`config.mk`:
```
export PLATFORM = sky130hd
export DESIGN_NAME = servo_bus_packet_receiver
export DESIGN_NICKNAME = d
export VERILOG_FILES = /design/src/hdl/sbpr_pkg.sv /design/src/hdl/servo_bus_packet_receiver.sv
export SDC_FILE = /design/constraint.sdc
export NUM_CORES = 1
export LEC_CHECK = 0
export ABC_AREA = 0
export BUFFER_PORTS_ARGS = -buffer_cell sky130_fd_sc_hd__clkbuf_2
export CORE_MARGIN = 2
export CORE_UTILIZATION = 32
export DETAILED_ROUTE_END_ITERATION = 6
export GPL_TIMING_DRIVEN = 0
export PLACE_DENSITY = 0.57
export SETUP_SLACK_MARGIN = 0.2
export SLEW_MARGIN = 20
export SYNTH_ARGS = -nofsm -noshare
export SYNTH_HDL_FRONTEND = slang
export SYNTH_SLANG_ARGS = --single-unit
```
`constraint.sdc`:
```
create_clock -name i_clk -period 4.1 [get_ports i_clk]
set_input_delay 0.82 -clock i_clk [delete_from_list [all_inputs] [get_ports i_clk]]
set_output_delay 0.82 -clock i_clk [all_outputs]
set_load 0.02 [all_outputs]
```
`src/hdl/sbpr_pkg.sv`:
```
// Shared types, codes and reply encoding for the servo bus packet receiver.
package sbpr_pkg;

    typedef enum logic [2:0] {
        EV_NONE    = 3'd0,
        EV_ABANDON = 3'd1,
        EV_BAD_SUM = 3'd2,
        EV_OTHER   = 3'd3,
        EV_OWN     = 3'd4,
        EV_PARAM   = 3'd5,
        EV_REPLY   = 3'd6
    } t_event;

    localparam logic [7:0] PREAMBLE      = 8'hff;
    localparam logic [7:0] ID_LIMIT      = 8'd254;
    localparam logic [7:0] LEN_LIMIT     = 8'd100;
    localparam logic [7:0] INSTR_LIMIT   = 8'h07;
    localparam logic [7:0] INSTR_SYNC_WR = 8'h83;
    localparam logic [7:0] INSTR_PING    = 8'h01;
    localparam logic [7:0] DEVICE_ID_RST = 8'd10;
    localparam logic [2:0] REPLY_LEN     = 3'd6;
    localparam logic [7:0] REPLY_LEN_FLD = 8'd2;
    localparam logic [7:0] REPLY_ERROR   = 8'd0;

    // Byte k of the status reply FF FF id 02 00 ~(id+2).
    function automatic logic [7:0] reply_byte(input logic [2:0] k, input logic [7:0] id);
        logic [7:0] b;
        case (k)
            3'd0:    b = PREAMBLE;
            3'd1:    b = PREAMBLE;
            3'd2:    b = id;
            3'd3:    b = REPLY_LEN_FLD;
            3'd4:    b = REPLY_ERROR;
            3'd5:    b = ~(id + REPLY_LEN_FLD);
            default: b = 8'd0;
        endcase
        return b;
    endfunction

endpackage

```
`src/hdl/servo_bus_packet_receiver.sv`:
```
// Servo bus packet receiver: frame parser with registered event output and ping reply.
// A received byte's first result appears in the output register in the cycle after
// the byte is accepted. Throughput: one byte per cycle whenever the result side keeps up.
// A good ping to this device yields seven results; the reply counter holds off new bytes
// while the six reply bytes are presented.
// Reset (synchronous, active low) returns the parser to waiting for the first preamble,
// empties the output register and sets the device id to 10.
module servo_bus_packet_receiver (
    input  logic       i_clk,
    input  logic       i_rst_n,
    // Received byte channel.
    input  logic       i_rx_valid,
    output logic       o_rx_stall,
    input  logic [7:0] i_rx_byte,
    // Result channel.
    output logic       o_res_valid,
    input  logic       i_res_stall,
    output logic [2:0] o_event_res,
    output logic [7:0] o_instruction,
    output logic [6:0] o_param_index,
    output logic [7:0] o_param_byte,
    output logic [7:0] o_tx_byte,
    output logic       o_last,
    // Configuration write channel for the device id.
    input  logic       i_cfg_valid,
    output logic       o_cfg_ready,
    input  logic [7:0] i_cfg_data
);

    typedef enum logic [2:0] {
        ST_PRE1, ST_PRE2, ST_ID, ST_LEN, ST_INSTR, ST_PARAM, ST_CSUM
    } t_state;

    // Parser state.
    t_state     r_state,      n_state;
    logic [7:0] r_frame_id,   n_frame_id;
    logic [6:0] r_frame_len,  n_frame_len;
    logic [7:0] r_frame_ins,  n_frame_ins;
    logic [7:0] r_sum,        n_sum;
    logic [6:0] r_seen,       n_seen;
    logic [7:0] r_device_id;
    // Number of reply bytes still to be presented.
    logic [2:0] r_reply_cnt,  n_reply_cnt;

    // Output register.
    logic       r_out_valid,  n_out_valid;
    logic [2:0] r_event,      n_event;
    logic [7:0] r_instr,      n_instr;
    logic [6:0] r_pidx,       n_pidx;
    logic [7:0] r_pbyte,      n_pbyte;
    logic [7:0] r_txb,        n_txb;
    logic       r_last,       n_last;

    logic       out_free;
    logic       rx_take;
    logic [6:0] param_count;
    logic [6:0] seen_inc;
    logic       start_reply;
    t_state     p_state;
    logic [2:0] p_event;
    logic       p_last;

    // The output register may be reloaded when empty or when its request is taken now.
    assign out_free    = !r_out_valid || !i_res_stall;
    assign o_rx_stall  = (r_reply_cnt != 3'd0) || !out_free;
    assign rx_take     = i_rx_valid && !o_rx_stall;
    assign o_cfg_ready = 1'b1;

    // Length minus two, with short lengths meaning no parameters.
    assign param_count = (r_frame_len < 7'd2) ? 7'd0 : r_frame_len - 7'd2;
    assign seen_inc    = r_seen + 7'd1;

    // Frame parser: one state transition per received byte.
    always_comb begin
        n_frame_id  = r_frame_id;
        n_frame_len = r_frame_len;
        n_frame_ins = r_frame_ins;
        n_sum       = r_sum;
        n_seen      = r_seen;
        p_state     = r_state;
        p_event     = sbpr_pkg::EV_NONE;
        p_last      = 1'b1;
        start_reply = 1'b0;
        case (r_state)
            ST_PRE1: begin
                if (i_rx_byte == sbpr_pkg::PREAMBLE) p_state = ST_PRE2;
            end
            ST_PRE2: begin
                if (i_rx_byte == sbpr_pkg::PREAMBLE) begin
                    p_state = ST_ID;
                end else begin
                    p_state = ST_PRE1;
                    p_event = sbpr_pkg::EV_ABANDON;
                end
            end
            ST_ID: begin
                if (i_rx_byte < sbpr_pkg::ID_LIMIT) begin
                    n_frame_id = i_rx_byte;
                    n_sum      = i_rx_byte;
                    p_state    = ST_LEN;
                end else begin
                    p_state = ST_PRE1;
                    p_event = sbpr_pkg::EV_ABANDON;
                end
            end
            ST_LEN: begin
                if (i_rx_byte < sbpr_pkg::LEN_LIMIT) begin
                    n_frame_len = i_rx_byte[6:0];
                    n_sum       = r_sum + i_rx_byte;
                    p_state     = ST_INSTR;
                end else begin
                    p_state = ST_PRE1;
                    p_event = sbpr_pkg::EV_ABANDON;
                end
            end
            ST_INSTR: begin
                if (i_rx_byte < sbpr_pkg::INSTR_LIMIT ||
                    i_rx_byte == sbpr_pkg::INSTR_SYNC_WR) begin
                    n_frame_ins = i_rx_byte;
                    n_sum       = r_sum + i_rx_byte;
                    n_seen      = 7'd0;
                    p_state     = (param_count == 7'd0) ? ST_CSUM : ST_PARAM;
                end else begin
                    p_state = ST_PRE1;
                    p_event = sbpr_pkg::EV_ABANDON;
                end
            end
            ST_PARAM: begin
                n_sum   = r_sum + i_rx_byte;
                n_seen  = seen_inc;
                p_event = sbpr_pkg::EV_PARAM;
                if (seen_inc >= param_count) p_state = ST_CSUM;
            end
            ST_CSUM: begin
                p_state = ST_PRE1;
                if (i_rx_byte != ~r_sum) begin
                    p_event = sbpr_pkg::EV_BAD_SUM;
                end else if (r_frame_id != r_device_id) begin
                    p_event = sbpr_pkg::EV_OTHER;
                end else begin
                    p_event = sbpr_pkg::EV_OWN;
                    if (r_frame_ins == sbpr_pkg::INSTR_PING) begin
                        start_reply = 1'b1;
                        p_last      = 1'b0;
                    end
                end
            end
            default: begin
                p_state = ST_PRE1;
            end
        endcase
    end

    // Output register loading: pending reply bytes go first, then parsed bytes.
    always_comb begin
        n_state     = r_state;
        n_reply_cnt = r_reply_cnt;
        n_out_valid = r_out_valid;
        n_event     = r_event;
        n_instr     = r_instr;
        n_pidx      = r_pidx;
        n_pbyte     = r_pbyte;
        n_txb       = r_txb;
        n_last      = r_last;
        if (out_free) begin
            if (r_reply_cnt != 3'd0) begin
                n_out_valid = 1'b1;
                n_event     = sbpr_pkg::EV_REPLY;
                n_pidx      = 7'd0;
                n_pbyte     = 8'd0;
                n_txb       = sbpr_pkg::reply_byte(sbpr_pkg::REPLY_LEN - r_reply_cnt,
                                                   r_device_id);
                n_last      = (r_reply_cnt == 3'd1);
                n_reply_cnt = r_reply_cnt - 3'd1;
            end else if (rx_take) begin
                n_state     = p_state;
                n_out_valid = 1'b1;
                n_event     = p_event;
                n_instr     = n_frame_ins;
                n_pidx      = (p_event == sbpr_pkg::EV_PARAM) ? r_seen : 7'd0;
                n_pbyte     = (p_event == sbpr_pkg::EV_PARAM) ? i_rx_byte : 8'd0;
                n_txb       = 8'd0;
                n_last      = p_last;
                n_reply_cnt = start_reply ? sbpr_pkg::REPLY_LEN : 3'd0;
            end else begin
                n_out_valid = 1'b0;
            end
        end
    end

    always_ff @(posedge i_clk) begin
        if (!i_rst_n) begin
            r_state     <= ST_PRE1;
            r_frame_id  <= 8'd0;
            r_frame_len <= 7'd0;
            r_frame_ins <= 8'd0;
            r_sum       <= 8'd0;
            r_seen      <= 7'd0;
            r_device_id <= sbpr_pkg::DEVICE_ID_RST;
            r_reply_cnt <= 3'd0;
            r_out_valid <= 1'b0;
        end else begin
            r_state     <= n_state;
            r_reply_cnt <= n_reply_cnt;
            r_out_valid <= n_out_valid;
            if (rx_take) begin
                r_frame_id  <= n_frame_id;
                r_frame_len <= n_frame_len;
                r_frame_ins <= n_frame_ins;
                r_sum       <= n_sum;
                r_seen      <= n_seen;
            end
            if (i_cfg_valid && o_cfg_ready) r_device_id <= i_cfg_data;
        end
    end

    // Result payload carries no reset.
    always_ff @(posedge i_clk) begin
        r_event <= n_event;
        r_instr <= n_instr;
        r_pidx  <= n_pidx;
        r_pbyte <= n_pbyte;
        r_txb   <= n_txb;
        r_last  <= n_last;
    end

    assign o_res_valid   = r_out_valid;
    assign o_event_res   = r_event;
    assign o_instruction = r_instr;
    assign o_param_index = r_pidx;
    assign o_param_byte  = r_pbyte;
    assign o_tx_byte     = r_txb;
    assign o_last        = r_last;

endmodule

```
==> results.ini <==
[die]
initial_utilization_pct=33.11
ios=59
fp.dieW_um=127.1
rows=44
dieArea_sq_um=16150
dieHeight_um=127.1
core_sq_um=14640

[worst_setup_path]
ff2ff_path_depth=10
cp.arrival_ps=3080
reg2reg_to=r_state[0]
worstSetupEndpointType=flip-flop
crit_type=input pin to flip-flop
r2r-start=r_seen[0]
cpMaxStageDelayCell=ha_1
worst-path-buf-inv=2
crit_fanout=10
crit_path_max_incr_delay_ps=420
path_cells=clkbuf_2, ha_1, nand4_1, nor3_1, nand3_1, o21a_1, nor3_2, buf_6, and2_1
reg2reg_slack_ps=1220
cp_top_family=simple AND/OR/NAND/NOR gates
critical_path_required_ps=4300
worst_setup_path_start_kind=input pin

[global_routing]
grt_first_pass_wirelength_mm=19.28
gr-total-overflow=0
grt_pass1_vias=3867
antenna_found_initial=0
grt_usage_pct=14.89
grt_max_degree=32

[clock_tree]
cts_tree=yes
clk_pin_slew_worst_paths_ps=60
clockBufferDepth=2
cts.repair.resized=0
root_buffer=clkbuf_16
cts_hold_buf=0
clk_latency_ps=340
postCtsSetupBuffers=0
clock_sinks=88
htreeDepth=3
numCtsBuffers=9

[timing]
fmax_mhz=347.3
relSlewSlack_pct=49.70
rsz0062_at_grt=false
worstMarginPinSlew_ps=754.6
slew_violations=0
finalSetupTns_ps=0
setup_violations=0
period_needed_ps=2879
hold_viol=0
period_share_pct=70.23
clock_skew_ps=10.83

[hold_path]
min-delay-start=r_frame_ins[1]
hold_depth=2
holdPathEnd=r_frame_ins[1]
hold_path.class=flip-flop to flip-flop

[power_and_ir_drop]
vdd_drop_max_mv=0.1937
powerDensity_nw_per_um2=485.2
cellLeakagePower_nw=2.258

[drt]
wl_met3_um=531
wl_met1_mm=5.683
met2WireLength_mm=5.393
first_iter_violations=251
first_pass_iters=4
post_drt_via_cell_ratio=5.191
route.detailed.drc=0
dr.max_layer_used=met4
drtAntennaViolNets=0
num_vias=3945
drt-total-wl_mm=11.75
routedWlPerCell_um=15.46

[synth]
synth_cell_types=66
ys_ff_latch=88
synth-edff-count=35
avgSynthCellArea_sq_um=9.620
syn-instance-count=504
yosysWarnings=0
ys_seq_area_share_pct=43.56
synth-main-ff-cell=dfxtp_1
synthesis.area_sq_um=4848
synthArstFlopShare_pct=0
syn-num-nets=551

[final_layout]
antennaDiodeCount=0
drive_gt1_share_pct=17.36
nets=618
finish.instance_area_sq_um=5663
area_delta_synth_final_pct=16.80

[run]
maxCapViolations=0

[place]
portBuffers=56
place_area_sq_um=5360
dp_hpwl_mm=8.783
gp_congestion=0.8846

[status]
status=complete, no violations

-- state kept, by name, indices dropped and copies added, names as in the netlist --
| register | count |
|---|---|
| o_instruction | 8 |
| o_param_byte | 8 |
| o_tx_byte | 8 |
| r_device_id | 8 |
| r_frame_id | 8 |
| r_frame_ins | 8 |
| r_sum | 8 |
| o_param_index | 7 |
| r_frame_len | 7 |
| r_seen | 7 |
| o_event_res | 3 |
| r_reply_cnt | 3 |
| r_state | 3 |
| o_last | 1 |
| o_res_valid | 1 |
-- through the flow --
stage / setup slack [ps] / utilization [%] / instances / hold WS, ps / total power, mW
after detailed placement: 859.1 / 36.60 / 744 / 467.9 / 1.935
after global routing: 966.2 / 38.67 / 760 / 491.7 / 2.888
final: 1221 / 38.67 / 760 / 483.1 / 2.748
after floorplan: 1582 / - / 504 / 441.1 / 1.687
after CTS: 1198 / 38.67 / 760 / 480.9 / 2.774
after global placement: 831.6 / 36.59 / 744 / 453.2 / 1.914
-- layout by cell type, fill, tap and decap left out, types with 6 or more instances in the layout --
cell / n
nor2_1: 44
clkbuf_1: 9
edfxtp_1: 35
nor3_1: 10
a211oi_1: 7
xor2_1: 15
o21ai_0: 20
a21oi_1: 29
ha_1: 25
and3_1: 8
clkbuf_16: 9
nand3_1: 19
mux2i_1: 24
a31oi_1: 6
and2_1: 20
nor2b_1: 15
inv_1: 13
nand2_1: 49
nand2b_1: 8
clkbuf_2: 56
dfxtp_1: 53
-- worst register-to-register path: cells and delay by family, from the launching register on --
| family | cells | cell delay, ps |
|---|---|---|
| XOR/XNOR | 1 | 110 |
| flip-flops | 1 | 480 |
| AND/OR/NAND/NOR | 4 | 870 |
| adder cells (fa/ha/maj) | 2 | 610 |
| AO/OA/AOI/OAI | 3 | 740 |
-- synthesized netlist by cell type (all sizes together), types with 4 or more instances --
master  count  area (sq um)
xnor2       5         51.30
buf        11         90.07
nand4       4         25.02
edfxtp     35          1051
nor4        8         86.33
inv        13         48.80
nand2b      8         50.05
o31ai       4         30.03
or3         5         31.28
o211ai      4         30.03
and3        8         50.05
a211oi      9         77.57
nand2      49         183.9
mux2i      24         240.2
dfxtp      53          1061
ha         25         312.8
nor3       11         60.06
nand3      20         112.6
xor2       15         131.4
clkbuf      9         33.78
nor2b      15         93.84
a31oi       6         37.54
nor3b       4         30.03
and2       20         125.1
o21a        6         45.04
o21ai      23         115.1
a21oi      29         145.1
nor2       45         171.4
-- cell type report --
cell class / instances / area [sq um]
Multi-Input combinational cell: 382 / 2561
Clock inverter: 7 / 77.57
Tap cell: 184 / 230.2
Inverter: 14 / 52.55
Sequential cell: 88 / 2112
Timing Repair Buffer: 56 / 280.3
Fill cell: 1443 / 8981
Buffer: 20 / 123.9
Clock buffer: 9 / 225.2
-- where the power goes --
group          internal (mW)  switching [mW]
clock network          0.476           0.356
registers               1.10          0.0572
logic                  0.222           0.535
-- routing by layer --
layer | vias up | track usage [%]
met3 | 13 | 2.764
met2 | 93 | 24.86
met1 | 1884 | 19.71
li1 | 1955 | -
met4 | 0 | 4.525
met5 | - | 0
-- how the worst max path moves through the flow --
| stage | slack (ps) | endpoint | start | cells past startpoint |
|---|---|---|---|---|
| 2_1_floorplan | 1580 | o_param_byte[0] | i_rx_byte[5] | 8 |
| 3_3_place_gp | 830 | o_param_byte[3] | i_rx_byte[3] | 9 |
| 3_5_place_dp | 860 | o_param_byte[5] | i_rx_byte[3] | 9 |
| 4_1_cts | 1200 | o_param_byte[4] | i_rx_byte[3] | 9 |
| 5_1_grt | 970 | r_state[0] | r_seen[0] | 10 |
| 6_report | 1220 | o_param_byte[4] | i_rx_byte[3] | 9 |
-- kinds of logic (layout without fill, tap and decap cells) --
logic type                 after synthesis  in the layout  synth area share, %
xor gates and xnor gates                20             20                3.768
buffers and inverters                   34            106                3.638
and+or+nand+nor                        205            205                22.40
AOI/OAI and AO/OA                      103            103                14.04
other                                    1              1              0.07735
muxes                                   27             27                5.652
DFF                                     88             88                43.56
adders and majority gates               26             26                6.865
(Power assumes the default switching activity.)
